## src/rtl/tcfe_pkg.sv

```systemverilog
// shared types and constants of the timestamped cobs frame encoder
package tcfe_pkg;

  // frame terminator and the zero byte that closes a cobs group
  localparam logic [7:0] FRAME_TERM = 8'h00;

  // byte slots of one item: four timestamp bytes, then the payload byte
  localparam logic [2:0] SEL_TS_MSB = 3'd0;
  localparam logic [2:0] SEL_TS_B2  = 3'd1;
  localparam logic [2:0] SEL_TS_B1  = 3'd2;
  localparam logic [2:0] SEL_TS_LSB = 3'd3;
  localparam logic [2:0] SEL_DATA   = 3'd4;

  // register index decoded from paddr[2]
  localparam logic REG_TS_OFFSET = 1'b0;

  // sequencer states
  typedef enum logic [2:0] {
    ST_IDLE,
    ST_ENC,
    ST_CODE,
    ST_DATA,
    ST_TERM,
    ST_DONE
  } tcfe_state_e;

endpackage

```

## src/rtl/tcfe_byte_if.sv

```systemverilog
// item channels: packet bytes in, encoded frame bytes out
interface tcfe_in_if;
  logic        valid;
  logic        ready;
  logic [7:0]  data_byte;
  logic        first_byte;
  logic        last_byte;
  logic [31:0] now_ms;

  modport source (output valid, data_byte, first_byte, last_byte, now_ms, input ready);
  modport sink   (input valid, data_byte, first_byte, last_byte, now_ms, output ready);
endinterface

interface tcfe_out_if;
  logic       valid;
  logic       ready;
  logic [7:0] out_byte;
  logic       last_of_run;
  logic       frame_end;

  modport source (output valid, out_byte, last_of_run, frame_end, input ready);
  modport sink   (input valid, out_byte, last_of_run, frame_end, output ready);
endinterface

```

## src/rtl/timestamped_cobs_frame_encoder.sv

```systemverilog
// timestamped cobs frame encoder: sequencer, group memory and output register
//
//  channel  dir  handshake        payload
//  in_i     in   valid/ready      data_byte, first_byte, last_byte, now_ms
//  out_o    out  valid/ready      out_byte, last_of_run, frame_end
//  apb      in   psel/penable     paddr, pwdata, prdata (timestamp_offset at 0x0)
//
// a plain non-zero byte is held in the group memory; a byte that closes a group
// first emits each result (code byte plus held bytes), and with a non-zero
// timestamp_offset the first byte of a packet walks four extra timestamp slots
// through the same path. the group memory has one read port with registered
// data, which sets the one byte per cycle flush rate. results pass a one-deep
// pending stage so the last one can carry last_of_run; a stalled output holds
// the sequencer in place. reset clears control state only, not the group memory.
module timestamped_cobs_frame_encoder
  import tcfe_pkg::*;
#(
  parameter int MAX_PACKET = 58
) (
  input  logic              clk_i,
  input  logic              rst_ni,
  input  logic              psel,
  input  logic              penable,
  input  logic              pwrite,
  input  logic [2:0]        paddr,
  input  logic [31:0]       pwdata,
  output logic [31:0]       prdata,
  output logic              pready,
  tcfe_in_if.sink           in_i,
  tcfe_out_if.source        out_o
);

  localparam int GroupDepth = MAX_PACKET + 4;
  localparam int GcW        = $clog2(GroupDepth + 1);
  localparam int AddrW      = $clog2(GroupDepth);
  localparam int PcW        = $clog2(MAX_PACKET + 1);

  // configuration register
  logic [31:0] ts_offset_q;

  always_ff @(posedge clk_i or negedge rst_ni) begin
    if (!rst_ni) begin
      ts_offset_q <= '0;
    end else if (psel && penable && pwrite && (paddr[2] == REG_TS_OFFSET)) begin
      ts_offset_q <= pwdata;
    end
  end

  assign pready = 1'b1;
  assign prdata = (paddr[2] == REG_TS_OFFSET) ? ts_offset_q : '0;

  // sequencer and packet state
  tcfe_state_e          state_q, state_d;
  logic [GcW-1:0]       gc_q, gc_d;
  logic [PcW-1:0]       pc_q, pc_d;
  logic                 in_pkt_q, in_pkt_d;
  logic [2:0]           sel_q, sel_d;
  logic [AddrW-1:0]     k_q, k_d;
  logic                 fin_q, fin_d;
  logic                 has_data_q, has_data_d;
  logic                 last_q, last_d;
  logic [31:0]          ts_q, ts_d;
  logic [7:0]           data_q, data_d;

  // pending result and output register
  logic                 pend_valid_q, pend_valid_d;
  logic [7:0]           pend_byte_q, pend_byte_d;
  logic                 pend_term_q, pend_term_d;
  logic                 out_valid_q, out_valid_d;
  logic [7:0]           out_byte_q, out_byte_d;
  logic                 out_last_q, out_last_d;
  logic                 out_term_q, out_term_d;

  // group memory
  logic [7:0]           group_mem [GroupDepth];
  logic                 wr_en;
  logic [7:0]           wr_data;
  logic                 rd_en;
  logic [AddrW-1:0]     rd_addr;
  logic [7:0]           rd_q;

  always_ff @(posedge clk_i) begin
    if (wr_en) begin
      group_mem[gc_q[AddrW-1:0]] <= wr_data;
    end
    if (rd_en) begin
      rd_q <= group_mem[rd_addr];
    end
  end

  logic       accept;
  logic       out_free;
  logic       emit_req;
  logic       emit_go;
  logic       stall;
  logic [7:0] emit_byte;
  logic       emit_term;
  logic       final_push;
  logic [7:0] cur_byte;
  logic       bytes_done;

  assign accept   = in_i.valid && in_i.ready;
  assign out_free = !out_valid_q || out_o.ready;
  assign stall    = pend_valid_q && !out_free;

  // current byte slot: timestamp msb first, then payload
  always_comb begin
    case (sel_q)
      SEL_TS_MSB: cur_byte = ts_q[31:24];
      SEL_TS_B2:  cur_byte = ts_q[23:16];
      SEL_TS_B1:  cur_byte = ts_q[15:8];
      SEL_TS_LSB: cur_byte = ts_q[7:0];
      default:    cur_byte = data_q;
    endcase
  end

  assign bytes_done = (sel_q > SEL_DATA) || ((sel_q == SEL_DATA) && !has_data_q);

  // next state and datapath control
  always_comb begin
    state_d    = state_q;
    gc_d       = gc_q;
    pc_d       = pc_q;
    in_pkt_d   = in_pkt_q;
    sel_d      = sel_q;
    k_d        = k_q;
    fin_d      = fin_q;
    has_data_d = has_data_q;
    last_d     = last_q;
    ts_d       = ts_q;
    data_d     = data_q;
    in_i.ready = 1'b0;
    wr_en      = 1'b0;
    wr_data    = cur_byte;
    rd_en      = 1'b0;
    rd_addr    = '0;
    emit_req   = 1'b0;
    emit_byte  = FRAME_TERM;
    emit_term  = 1'b0;
    final_push = 1'b0;

    case (state_q)
      ST_IDLE: begin
        in_i.ready = 1'b1;
        if (in_i.valid) begin
          ts_d   = in_i.now_ms + ts_offset_q;
          data_d = in_i.data_byte;
          last_d = in_i.last_byte;
          fin_d  = 1'b0;
          if (in_i.first_byte) begin
            gc_d     = '0;
            in_pkt_d = 1'b0;
            if (ts_offset_q != '0) begin
              in_pkt_d   = !in_i.last_byte;
              has_data_d = 1'b1;
              pc_d       = in_i.last_byte ? '0 : PcW'(1);
              sel_d      = SEL_TS_MSB;
              state_d    = ST_ENC;
            end else begin
              pc_d = '0;
            end
          end else if (in_pkt_q) begin
            has_data_d = (pc_q < PcW'(MAX_PACKET));
            pc_d       = in_i.last_byte ? '0 :
                         (pc_q < PcW'(MAX_PACKET)) ? pc_q + PcW'(1) : pc_q;
            in_pkt_d   = !in_i.last_byte;
            sel_d      = SEL_DATA;
            state_d    = ST_ENC;
          end
        end
      end

      // one byte slot per cycle: hold non-zero bytes, flush on zero
      ST_ENC: begin
        if (bytes_done) begin
          if (last_q) begin
            fin_d   = 1'b1;
            state_d = ST_CODE;
          end else begin
            state_d = ST_DONE;
          end
        end else if (cur_byte == FRAME_TERM) begin
          state_d = ST_CODE;
        end else begin
          wr_en = 1'b1;
          gc_d  = gc_q + GcW'(1);
          sel_d = sel_q + 3'd1;
        end
      end

      // code byte of the group, prefetch the first held byte
      ST_CODE: begin
        emit_req  = 1'b1;
        emit_byte = 8'(gc_q) + 8'd1;
        if (!stall) begin
          rd_en   = 1'b1;
          rd_addr = '0;
          k_d     = '0;
          if (gc_q == '0) begin
            if (fin_q) begin
              state_d = ST_TERM;
            end else begin
              sel_d   = sel_q + 3'd1;
              state_d = ST_ENC;
            end
          end else begin
            state_d = ST_DATA;
          end
        end
      end

      // held bytes, one memory read per cycle unless the output stalls
      ST_DATA: begin
        emit_req  = 1'b1;
        emit_byte = rd_q;
        if (!stall) begin
          if (GcW'(k_q) + GcW'(1) == gc_q) begin
            gc_d = '0;
            if (fin_q) begin
              state_d = ST_TERM;
            end else begin
              sel_d   = sel_q + 3'd1;
              state_d = ST_ENC;
            end
          end else begin
            k_d     = k_q + AddrW'(1);
            rd_en   = 1'b1;
            rd_addr = k_q + AddrW'(1);
          end
        end
      end

      ST_TERM: begin
        emit_req  = 1'b1;
        emit_byte = FRAME_TERM;
        emit_term = 1'b1;
        if (!stall) begin
          state_d = ST_DONE;
        end
      end

      // release the held result as the last of this item
      ST_DONE: begin
        if (!pend_valid_q) begin
          state_d = ST_IDLE;
        end else if (out_free) begin
          final_push = 1'b1;
          state_d    = ST_IDLE;
        end
      end

      default: begin
        state_d = ST_IDLE;
      end
    endcase
  end

  assign emit_go = emit_req && !stall;

  // pending stage and output register
  always_comb begin
    pend_valid_d = pend_valid_q;
    pend_byte_d  = pend_byte_q;
    pend_term_d  = pend_term_q;
    out_valid_d  = out_valid_q;
    out_byte_d   = out_byte_q;
    out_last_d   = out_last_q;
    out_term_d   = out_term_q;

    if (out_valid_q && out_o.ready) begin
      out_valid_d = 1'b0;
    end
    if ((emit_go && pend_valid_q) || final_push) begin
      out_valid_d = 1'b1;
      out_byte_d  = pend_byte_q;
      out_term_d  = pend_term_q;
      out_last_d  = final_push;
    end
    if (emit_go) begin
      pend_valid_d = 1'b1;
      pend_byte_d  = emit_byte;
      pend_term_d  = emit_term;
    end else if (final_push) begin
      pend_valid_d = 1'b0;
    end
  end

  // control registers
  always_ff @(posedge clk_i or negedge rst_ni) begin
    if (!rst_ni) begin
      state_q      <= ST_IDLE;
      gc_q         <= '0;
      pc_q         <= '0;
      in_pkt_q     <= 1'b0;
      pend_valid_q <= 1'b0;
      out_valid_q  <= 1'b0;
    end else begin
      state_q      <= state_d;
      gc_q         <= gc_d;
      pc_q         <= pc_d;
      in_pkt_q     <= in_pkt_d;
      pend_valid_q <= pend_valid_d;
      out_valid_q  <= out_valid_d;
    end
  end

  // payload registers
  always_ff @(posedge clk_i) begin
    sel_q       <= sel_d;
    k_q         <= k_d;
    fin_q       <= fin_d;
    has_data_q  <= has_data_d;
    last_q      <= last_d;
    ts_q        <= ts_d;
    data_q      <= data_d;
    pend_byte_q <= pend_byte_d;
    pend_term_q <= pend_term_d;
    out_byte_q  <= out_byte_d;
    out_last_q  <= out_last_d;
    out_term_q  <= out_term_d;
  end

  assign out_o.valid       = out_valid_q;
  assign out_o.out_byte    = out_byte_q;
  assign out_o.last_of_run = out_last_q;
  assign out_o.frame_end   = out_term_q;

`ifndef SYNTHESIS
  // held bytes never overrun the group memory
  assert property (@(posedge clk_i) disable iff (!rst_ni) gc_q <= GcW'(GroupDepth))
    else $error("group count beyond group depth");

  // a terminator result always carries the zero byte
  assert property (@(posedge clk_i) disable iff (!rst_ni)
    out_valid_q |-> (!out_term_q || (out_byte_q == FRAME_TERM)))
    else $error("frame_end on a non-zero byte");

  // no result is left pending once the block takes a new item
  assert property (@(posedge clk_i) disable iff (!rst_ni)
    (state_q == ST_IDLE) |-> !pend_valid_q)
    else $error("pending result left behind in idle");

  // a packet started with logging disabled never opens a frame
  assert property (@(posedge clk_i) disable iff (!rst_ni)
    (accept && in_i.first_byte && (ts_offset_q == '0)) |=>
      (!in_pkt_q && (state_q == ST_IDLE)))
    else $error("dropped packet opened a frame");
`endif

endmodule
```

## src/flat_wrapper.sv

```systemverilog
// flat-port wrapper written by rule: the top's interface ports become plain ports
module timestamped_cobs_frame_encoder_flat import tcfe_pkg::*;
#(
  parameter int MAX_PACKET = 58
)
  (clk_i, rst_ni, psel, penable, pwrite, paddr, pwdata, prdata, pready, in_i_valid, in_i_data_byte, in_i_first_byte, in_i_last_byte, in_i_now_ms, in_i_ready, out_o_valid, out_o_out_byte, out_o_last_of_run, out_o_frame_end, out_o_ready);
  tcfe_in_if in_i_i ();
  tcfe_out_if out_o_i ();
  input  logic clk_i;
  input  logic rst_ni;
  input  logic psel;
  input  logic penable;
  input  logic pwrite;
  input  logic [2:0] paddr;
  input  logic [31:0] pwdata;
  output logic [31:0] prdata;
  output logic pready;
  input wire logic [$bits(in_i_i.valid)-1:0] in_i_valid;
  input wire logic [$bits(in_i_i.data_byte)-1:0] in_i_data_byte;
  input wire logic [$bits(in_i_i.first_byte)-1:0] in_i_first_byte;
  input wire logic [$bits(in_i_i.last_byte)-1:0] in_i_last_byte;
  input wire logic [$bits(in_i_i.now_ms)-1:0] in_i_now_ms;
  output wire logic [$bits(in_i_i.ready)-1:0] in_i_ready;
  output wire logic [$bits(out_o_i.valid)-1:0] out_o_valid;
  output wire logic [$bits(out_o_i.out_byte)-1:0] out_o_out_byte;
  output wire logic [$bits(out_o_i.last_of_run)-1:0] out_o_last_of_run;
  output wire logic [$bits(out_o_i.frame_end)-1:0] out_o_frame_end;
  input wire logic [$bits(out_o_i.ready)-1:0] out_o_ready;
  assign in_i_i.valid = in_i_valid;
  assign in_i_i.data_byte = in_i_data_byte;
  assign in_i_i.first_byte = in_i_first_byte;
  assign in_i_i.last_byte = in_i_last_byte;
  assign in_i_i.now_ms = in_i_now_ms;
  assign in_i_ready = in_i_i.ready;
  assign out_o_valid = out_o_i.valid;
  assign out_o_out_byte = out_o_i.out_byte;
  assign out_o_last_of_run = out_o_i.last_of_run;
  assign out_o_frame_end = out_o_i.frame_end;
  assign out_o_i.ready = out_o_ready;
  timestamped_cobs_frame_encoder #(.MAX_PACKET(MAX_PACKET)) u_core (.clk_i(clk_i), .rst_ni(rst_ni), .psel(psel), .penable(penable), .pwrite(pwrite), .paddr(paddr), .pwdata(pwdata), .prdata(prdata), .pready(pready), .in_i(in_i_i), .out_o(out_o_i));
endmodule
```

## config.mk

```make
export PLATFORM = sky130hd
export DESIGN_NAME = timestamped_cobs_frame_encoder_flat
export DESIGN_NICKNAME = d
export VERILOG_FILES = /design/src/rtl/tcfe_pkg.sv /design/src/rtl/tcfe_byte_if.sv /design/src/rtl/timestamped_cobs_frame_encoder.sv /design/src/flat_wrapper.sv
export SDC_FILE = /design/constraint.sdc
export NUM_CORES = 1
export LEC_CHECK = 0
export BUFFER_PORTS_ARGS = -buffer_cell sky130_fd_sc_hd__buf_2
export CORE_MARGIN = 2
export CORE_UTILIZATION = 50
export DETAILED_ROUTE_END_ITERATION = 6
export PLACE_DENSITY = 0.67
export SYNTH_ARGS = -nofsm -noshare
export SYNTH_HDL_FRONTEND = slang
export SYNTH_SLANG_ARGS = --single-unit
```

## constraint.sdc

```tcl
create_clock -name clk_i -period 5.75 [get_ports clk_i]
set_clock_uncertainty 0.2 [all_clocks]
set_input_delay 1.15 -clock clk_i [delete_from_list [all_inputs] [get_ports clk_i]]
set_output_delay 1.15 -clock clk_i [all_outputs]
set_load 0.02 [all_outputs]
```

==> impl_results.md, run 1 <==
* Result of the run: finished with violations
* Violated checks: DRC
* Commonest cells in the synthesized netlist: 575 x sky130_fd_sc_hd__edfxtp_1, 204 x sky130_fd_sc_hd__nand2_1, 130 x sky130_fd_sc_hd__nor2_1, 122 x sky130_fd_sc_hd__a21oi_1, 88 x sky130_fd_sc_hd__nand3_1
* HP Class: flop to flop
* RSZ-0062 raised after global routing: false
* Overall die area at 56100 sq um
* Worst IR Drop VDD at 0.000439 V
* Number of flops mapped to enable cells by yosys at 575
* Kind of end point of the critical path: flop
* Clock Root Buffer: sky130_fd_sc_hd__clkbuf_16
* Worst path required time at 5.89 ns
* First-pass GRT wire length at 105000 um
* Synthesized instance count at 2028
* Post-cts gate resize count at 0
* Critical Path Fanout Max at 49
* Final Hold Violating Endpoints at 0
* Core area at 53700 sq um
* Chip Width at 237 um
* Fraction of power spent switching nets at 34.7%
* Clk buf depth at 3
* Number of I/O pins at 129
* TNS Setup at 0 ns
* Max-slew headroom at 23.8%
* DRC violation count after routing at 2
* Kind of start point of the critical path: flop
* Starting density of the core at 50.5%
* Clock period minus worst slack at 4.60 ns
* Average via count per standard cell at 6.20
* Initial DRC count at 1881
* Combinational share of power at 29.9%
* Global-route congestion overflow total at 0
* Fill cell total of the finished layout at 4242
* Highest cell delay on the worst timing path at 0.81 ns
* Total number of nets in the final design at 2264
* All-Layer GR Usage at 24.6%
* Most crowded layer after global routing: met2
* Slew at the pin closest to its max-slew limit at 1.13 ns
* Worst r2r path cells at 10
* Clock slew seen by the registers of the worst setup and hold paths at 0.06 ns
* M1 GR Usage at 33.8%
* Synth Cell Area at 27100 sq um
* Clock insertion delay at the later pin of the skew report at 0.61 ns
* Slowest cell on crit path: sky130_fd_sc_hd__o21ai_4
* Average wire per standard cell at 23.9 um
* Final total power at 0.0149 W
* Leakage power of the design at 10.5 nW
* Setup fix buffers added after clock tree synthesis at 0
* Share of the cycle needed by the critical path after routing at 80.0%
* Area Growth Syn to Fin at 12.1%
* Clock sink total at 625
* Final-report max-slew violation count at 0
* Data arrival time of the worst path at 4.74 ns
* Sequential share of power at 43.6%
* Maximum number of pins on one net before global-route repair at 73
* Average size of a mapped cell at 13.4 sq um
* Via count of the first global-routing pass at 17380
* CTS tree: built
* Maxcap violations at 0
* Fmax at 217 MHz
* Num rows at 85
* Via count at 17867
* Post-Route WL at 68800 um
* Final setup violation count at 0
* Clock H-tree levels at 3
* Initial antenna violation count at 1
* Sequence of cells on the critical path: ha_1 -> xor3_1 -> nor3_1 -> nand3_1 -> o21ai_4 -> buf_4 -> nand2_1 -> o21ai_0 -> a211oi_1 -> or4_1
* Library cell with the highest instance count after synthesis: sky130_fd_sc_hd__edfxtp_1
* Clock share of power at 26.5%
* Global routing usage on met2 at 39.1%
* Internal power summed over all cells at 0.00973 W
* Async set or reset register ratio after synthesis at 8.00%
* Post-route antenna net violation count at 0
* Synth top area cells: sky130_fd_sc_hd__edfxtp_1 64%, sky130_fd_sc_hd__dfrtp_1 4.6%, sky130_fd_sc_hd__nand2_1 2.8%, sky130_fd_sc_hd__a21oi_1 2.3%, sky130_fd_sc_hd__o211ai_1 2.0%
* Sequential-to-total area share from yosys stat at 68.3%
* Number of iterations in the first detailed-routing pass at 7
* Post-DP HPWL at 43400 um
* Placer Congestion at 0.865
* Synthesis warning total at 0
* Hold buffer count at CTS at 0
* Number of I/O port buffers at 125
* Ratio of cells with drive above 1 in the final layout at 14.3%
* Total clock buffers created by CTS at 66
* P_sw at 0.00516 W
* Y dimension of the die at 237 um
* Area fraction of the dominant cell type after synthesis at 63.7%
* Number of cells on the worst hold path at 0
* Prevailing post-synth register cell: sky130_fd_sc_hd__edfxtp_1
* Post-synthesis cell type with the largest combined area: sky130_fd_sc_hd__edfxtp_1
* Distinct cell type count of the synthesized netlist at 79
* Critical path start-end classification: flop to flop
* Met3 Use GR at 4.57%
* Net count of the mapped netlist at 2153
* Flip-flop and latch count after synthesis at 625
* Cell Pwr Density at 490 nW/um^2
-- worst max-delay path, delay by kind of cell, from the launching register on --
kind                     cells  cell delay [ns]
buffers and inverters        1             0.63
flip-flops                   1             0.46
XOR/XNOR                     1             0.37
adder cells (fa/ha/maj)      1             0.31
AND/OR/NAND/NOR              4             1.22
AO/OA/AOI/OAI                3             1.15
-- worst paths after layout --
| path | startpoint | endpoint | slack, ns |
|---|---|---|---|
| hold reg to reg | u_core.pend_byte_q[0] | u_core.out_o.out_byte[0] | 0.22 |
| max in group asynchronous | rst_ni | u_core.in_pkt_q | 4.42 |
| hold / removal | u_core.pend_byte_q[0] | u_core.out_o.out_byte[0] | 0.22 |
| setup reg to reg | u_core.k_q[0] | u_core.rd_q[5] | 1.15 |
| setup / recovery | u_core.k_q[0] | u_core.rd_q[5] | 1.15 |
| min in group asynchronous | rst_ni | u_core.ts_offset_q[21] | 0.47 |
-- kinds of logic (layout without fill, tap and decap cells) --
group	after synthesis	after routing	share of synthesized area, %
and+or+nand+nor	607	607	10.6
xor gates and xnor gates	44	44	1.69
buffers and inverters	153	309	2.51
adders and majority gates	41	41	1.92
DFF	625	625	68.3
AOI/OAI and AO/OA	504	504	12.8
other	1	2	0.0138
muxes	53	53	2.20
-- cell usage in the layout (no fill, tap or decap), drive strengths merged, types with 6 or more instances in the layout --
cell | synthesis | routed
edfxtp | 575 | 575
nand2 | 204 | 204
buf | 71 | 165
nor2 | 130 | 130
a21oi | 123 | 123
nand3 | 88 | 88
clkbuf | 51 | 86
o211ai | 74 | 74
o21ai | 58 | 58
o221ai | 56 | 56
dfrtp | 50 | 50
or3 | 47 | 47
mux2 | 42 | 42
ha | 40 | 40
nor2b | 37 | 37
inv | 31 | 35
a22oi | 34 | 34
xnor2 | 29 | 29
a31oi | 29 | 29
nand4 | 25 | 25
nor3 | 21 | 21
clkinv | 0 | 21
nand2b | 17 | 17
a211oi | 17 | 17
o22ai | 15 | 15
a21o | 14 | 14
mux2i | 10 | 10
nor4 | 10 | 10
xor2 | 10 | 10
a221oi | 9 | 9
a222oi | 8 | 8
o21bai | 8 | 8
o32ai | 7 | 7
and3 | 6 | 6
-- layout make-up --
| type | instances | area [sq um] | area share (%) |
|---|---|---|---|
| Tap cell | 696 | 871 | 2.86 |
| Antenna cell | 1 | 2.50 | 0.00823 |
| Inverter | 31 | 116 | 0.383 |
| Clock buffer | 86 | 1750 | 5.75 |
| Clock inverter | 27 | 210 | 0.692 |
| Multi-Input combinational cell | 1250 | 7970 | 26.2 |
| Sequential cell | 625 | 18500 | 60.9 |
| Timing Repair Buffer | 165 | 963 | 3.17 |
-- registers in the layout, summed over array words and instances (netlist names), 3 cells and up --
register	flops
u_core.ts_q	32
u_core.ts_offset_q	32
u_core.state_q	3
u_core.group_mem	496
u_core.rd_q	8
u_core.pend_byte_q	8
u_core.gc_q	6
u_core.k_q	6
u_core.sel_q	3
u_core.out_o.out_byte	8
u_core.pc_q	6
u_core.data_q	8
-- metal layers --
metal  part of all wire, %  vias up
li1                      -     8118
met1                    42     8885
met2                    47      746
met3                   8.0      118
met4                   3.2        0
met5                     0        -
-- stage by stage --
| step | hold slack (ns) | area (sq um) | worst slack (ns) | util (%) | cells |
|---|---|---|---|---|---|
| 5_1_grt | 0.231 | 30400 | 0.836 | 56.6 | 2880 |
| 3_3_place_gp | 0.207 | 28400 | 1.16 | 52.9 | 2767 |
| 2_1_floorplan | 0.200 | 27100 | 1.40 | - | 2028 |
| 3_5_place_dp | 0.208 | 28400 | 1.10 | 52.9 | 2767 |
| 6_report | 0.219 | 30400 | 1.15 | 56.6 | 2881 |
| 4_1_cts | 0.222 | 30400 | 1.19 | 56.6 | 2880 |
-- power by group through the flow --
stage	Sequential (W)	Combinational [W]	Clock, W
final	0.00650	0.00445	0.00394
after global routing	0.00653	0.00480	0.00418
after CTS	0.00649	0.00443	0.00399
after detailed placement	0.00659	0.00441	0
after global placement	0.00657	0.00429	0
after floorplan	0.00647	0.00280	0
Note: power is estimated with default switching activity, not from simulation.
==> run 2: changes to the inputs <==
--- a/config.mk
+++ b/config.mk
@@ -5,6 +5,7 @@
 export SDC_FILE = /design/constraint.sdc
 export NUM_CORES = 1
 export LEC_CHECK = 0
+export ABC_AREA = 1
 export BUFFER_PORTS_ARGS = -buffer_cell sky130_fd_sc_hd__buf_2
 export CORE_MARGIN = 2
 export CORE_UTILIZATION = 50
==> constraint.sdc (replaced) <==
create_clock -name clk_i -period 4.5 [get_ports clk_i]
set_clock_uncertainty 0.2 [all_clocks]
set_input_delay 0.9 -clock clk_i [delete_from_list [all_inputs] [get_ports clk_i]]
set_output_delay 0.9 -clock clk_i [all_outputs]
set_load 0.02 [all_outputs]
==> run 2 against run 1 <==
  * The run still ends with DRC left
  * Final area grew 9.5%
  * Highest routed layer unchanged
  * Largest power group unchanged
  * Fmax is 11% higher
  * Flip-flop and latch count unchanged
  * Largest cell class unchanged
==> impl_results.md, run 2 <==
* Result of the run: finished with violations
* Violated checks: DRC
* Share of the cycle needed by the critical path after routing at 92.4% (+12 points)
* Synth Cell Area at 29500 sq um (+8.9%)
* Y dimension of the die at 247 um (+4.3%)
* Number of antenna diodes at 0 (-1)
* Clock H-tree levels at 3 (unchanged)
* Max reg flops at 496 (unchanged)
* Worst path required time at 4.52 ns (-1.37 ns)
* Clock insertion delay at the later pin of the skew report at 0.60 ns (about the same)
* TNS Setup at 0 ns (unchanged)
* Post-synthesis cell type with the largest combined area: sky130_fd_sc_hd__edfxtp_1
* Setup fix buffers added after clock tree synthesis at 0 (unchanged)
* Average size of a mapped cell at 10.0 sq um (-25%)
* Post-cts gate resize count at 0 (unchanged)
* Leakage power of the design at 13.7 nW (+30%)
* Kind of start point of the critical path: flop
* RSZ-0062 raised after global routing: false
* Max-slew headroom at 19.3% (-4.6 points)
* Final total power at 0.0199 W (+34%)
* Wire length on met3 at 5850 um (+5.8%)
* Clock Root Buffer: sky130_fd_sc_hd__clkbuf_16
* Placer Congestion at 0.925 (+7.0%)
* Top library cells by usage in the layout, fill and taps aside: 575 x sky130_fd_sc_hd__edfxtp_1, 447 x sky130_fd_sc_hd__inv_1, 409 x sky130_fd_sc_hd__nand3_1, 355 x sky130_fd_sc_hd__nand2_1, 348 x sky130_fd_sc_hd__nor2_1
* Critical path start-end classification: flop to flop
* Uppermost metal layer occupied by signal nets: met4
* Total number of nets in the final design at 3183 (+41%)
* Met1 wire length at 31300 um (+9.1%)
* Async set or reset register ratio after synthesis at 8.00% (unchanged)
* Synthesis warning total at 0 (unchanged)
* Core area at 58700 sq um (+9.3%)
* Number of placed cells counting well taps at 3763 (+36%)
* Clk buf depth at 3 (unchanged)
* Num rows at 89 (+4.7%)
* Slew at the pin closest to its max-slew limit at 1.21 ns (+0.0772 ns)
* Slowest cell on crit path: sky130_fd_sc_hd__nor2_1
* Share of the core filled with cells in the final layout at 56.7% (+0.12 points)
* Sequential-to-total area share from yosys stat at 62.7% (-5.6 points)
* Flip-flop and latch count after synthesis at 625 (unchanged)
* Number of iterations in the first detailed-routing pass at 7 (unchanged)
* Area Growth Syn to Fin at 12.7%
* Kind of end point of the critical path: flop
* Worst IR Drop VDD at 0.000611 V (+39%)
* Clock slew seen by the registers of the worst setup and hold paths at 0.06 ns (about the same)
* Final setup violation count at 0 (unchanged)
* DRC violation count after routing at 1 (-1)
* Synthesized instance count at 2948 (+45%)
* Via count of the first global-routing pass at 21124 (+22%)
* Number of I/O port buffers at 125 (unchanged)
* Number of flops mapped to enable cells by yosys at 575 (unchanged)
* Prevailing post-synth register cell: sky130_fd_sc_hd__edfxtp_1
* Clock sink total at 625 (unchanged)
* Starting density of the core at 50.3% (-0.17 points)
* Final-report max-slew violation count at 0 (unchanged)
* Post-DP HPWL at 46700 um (+7.5%)
* Distinct cell type count of the synthesized netlist at 47 (-41%)
* Net count of the mapped netlist at 3073 (+43%)
* Final Hold Violating Endpoints at 0 (unchanged)
* CTS tree: built
* Met2 wirelength from detailed routing at 36400 um (+12%)
* Cell Pwr Density at 597 nW/um^2 (+22%)
* Number of I/O pins at 129 (unchanged)
* Maximum number of pins on one net before global-route repair at 169 (+130%)
* Fmax at 240 MHz (+11%)
* HP Class: flop to flop
* Highest cell delay on the worst timing path at 0.66 ns (-0.15 ns)
* Chip Width at 247 um (+4.3%)
* Global-route congestion overflow total at 0 (unchanged)
* Data arrival time of the worst path at 4.18 ns (-0.56 ns)
* First-pass GRT wire length at 117000 um (+12%)
* Maxcap violations at 0 (unchanged)
* Area fraction of the dominant cell type after synthesis at 58.5% (-5.2 points)
* Post-Route WL at 75800 um (+10%)
* All-Layer GR Usage at 25.1% (+0.51 points)
* Library cell with the highest instance count after synthesis: sky130_fd_sc_hd__edfxtp_1
* Overall die area at 61000 sq um (+8.7%)
* Initial DRC count at 2066 (+9.8%)
* Average wire per standard cell at 19.5 um (-18%)
* Ratio of cells with drive above 1 in the final layout at 11.7% (-2.5 points)
* Hold buffer count at CTS at 0 (unchanged)
* Via count at 21678 (+21%)
* Post-route antenna net violation count at 0 (unchanged)
* Clock period minus worst slack at 4.16 ns (-0.442 ns)
* Layout Cells excl Fill at 3881 (+35%)
* Critical Path Fanout Max at 10 (-80%)
* Initial antenna violation count at 0 (-1)
* Design area at 33300 sq um (+9.5%)
* Synth top area cells: sky130_fd_sc_hd__edfxtp_1 58%, sky130_fd_sc_hd__nand3_1 6.9%, sky130_fd_sc_hd__inv_1 5.7%, sky130_fd_sc_hd__nand2_1 4.6%, sky130_fd_sc_hd__nor2_1 4.4%
* Average via count per standard cell at 5.59 (-9.9%)
* Commonest cells in the synthesized netlist: 575 x sky130_fd_sc_hd__edfxtp_1, 447 x sky130_fd_sc_hd__inv_1, 410 x sky130_fd_sc_hd__nand3_1, 363 x sky130_fd_sc_hd__nand2_1, 349 x sky130_fd_sc_hd__nor2_1
* Sequence of cells on the critical path: ha_1 -> ha_1 -> nor4_4 -> nand2_1 -> nand2_2 -> nor2_1 -> nand2_1 -> nor2_1 -> nor2_2 -> nand2_1 -> nor2_1
* Area post-placement at 31100 sq um (+9.5%)
* Total clock buffers created by CTS at 66 (unchanged)
* Most common cell after layout, fill and taps aside: sky130_fd_sc_hd__edfxtp_1
run 2: cell count changes in the layout (fill, tap and decap cells not counted), sizes merged, moves of 33 or more:
cell / change
or2: +46
nor2: +223
o21ai: +39
mux2: -42
a22oi: -34
nand3: +326
buf: +33
inv: +422
or3: -47
o221ai: -56
nand4: +167
o211ai: -73
nor2b: -37
nand2: +159
run 2: worst max-delay path, delay by kind of cell, from the launching register on:
family | cells | cell delay [ns]
flip-flops | 1 | 0.46
adder cells (fa/ha/maj) | 2 | 0.60
AND/OR/NAND/NOR | 9 | 2.51
run 2: cell type report:
cell class                 instances  area, sq um
multi-input combinational       1710         8660
clock buffer                      84         1830
inverter                         457         1720
tap                              773          967
fill                            4996        25400
timing repair buffer             198         1270
sequential                       625        18500
clock inverter                    34          323
run 2: path summary, 6_finish.rpt:
check | start | endpoint | slack (ns) | depth (start not counted)
max in group asynchronous | rst_ni | u_core.gc_q[5] | 3.00 | 1
min reg2reg | u_core.pend_byte_q[1] | u_core.out_o.out_byte[1] | 0.22 | 0
min | u_core.pend_byte_q[1] | u_core.out_o.out_byte[1] | 0.22 | 0
max reg2reg | u_core.sel_q[0] | u_core.group_mem[43][1] | 0.34 | 11
max | u_core.sel_q[0] | u_core.group_mem[43][1] | 0.34 | 11
min in group asynchronous | rst_ni | u_core.ts_offset_q[0] | 0.35 | 1
run 2: layer usage:
layer,up-vias,GRT usage (%)
li1,10298,-
met1,10411,33.1
met2,839,41.4
met3,130,4.46
met4,0,9.55
met5,-,0
run 2: power by group:
group	leakage [nW]	internal (W)	total, W	switching [W]
clock	1.05	0.00322	0.00543	0.00221
combinational	6.82	0.00126	0.00588	0.00462
sequential	5.79	0.00836	0.00858	0.000225
total	13.7	0.0128	0.0199	0.00705
run 2: cell families (layout without fill, tap and decap cells):
family	after synthesis	after routing	synth area share [%]
fa+ha+maj	41	41	1.76
xor+xnor	33	33	0.979
other cells	1	1	0.0127
flops	625	625	62.7
compound gates	230	230	4.28
buf+inv	613	773	8.16
simple gates	1405	1405	22.1
run 2: stage by stage:
step | setup slack, ns | hold WS [ns]
3_5_place_dp | 0.485 | 0.205
5_1_grt | 0.0329 | 0.229
3_3_place_gp | 0.564 | 0.214
4_1_cts | 0.391 | 0.223
6_report | 0.340 | 0.221
2_1_floorplan | 0.0166 | 0.200
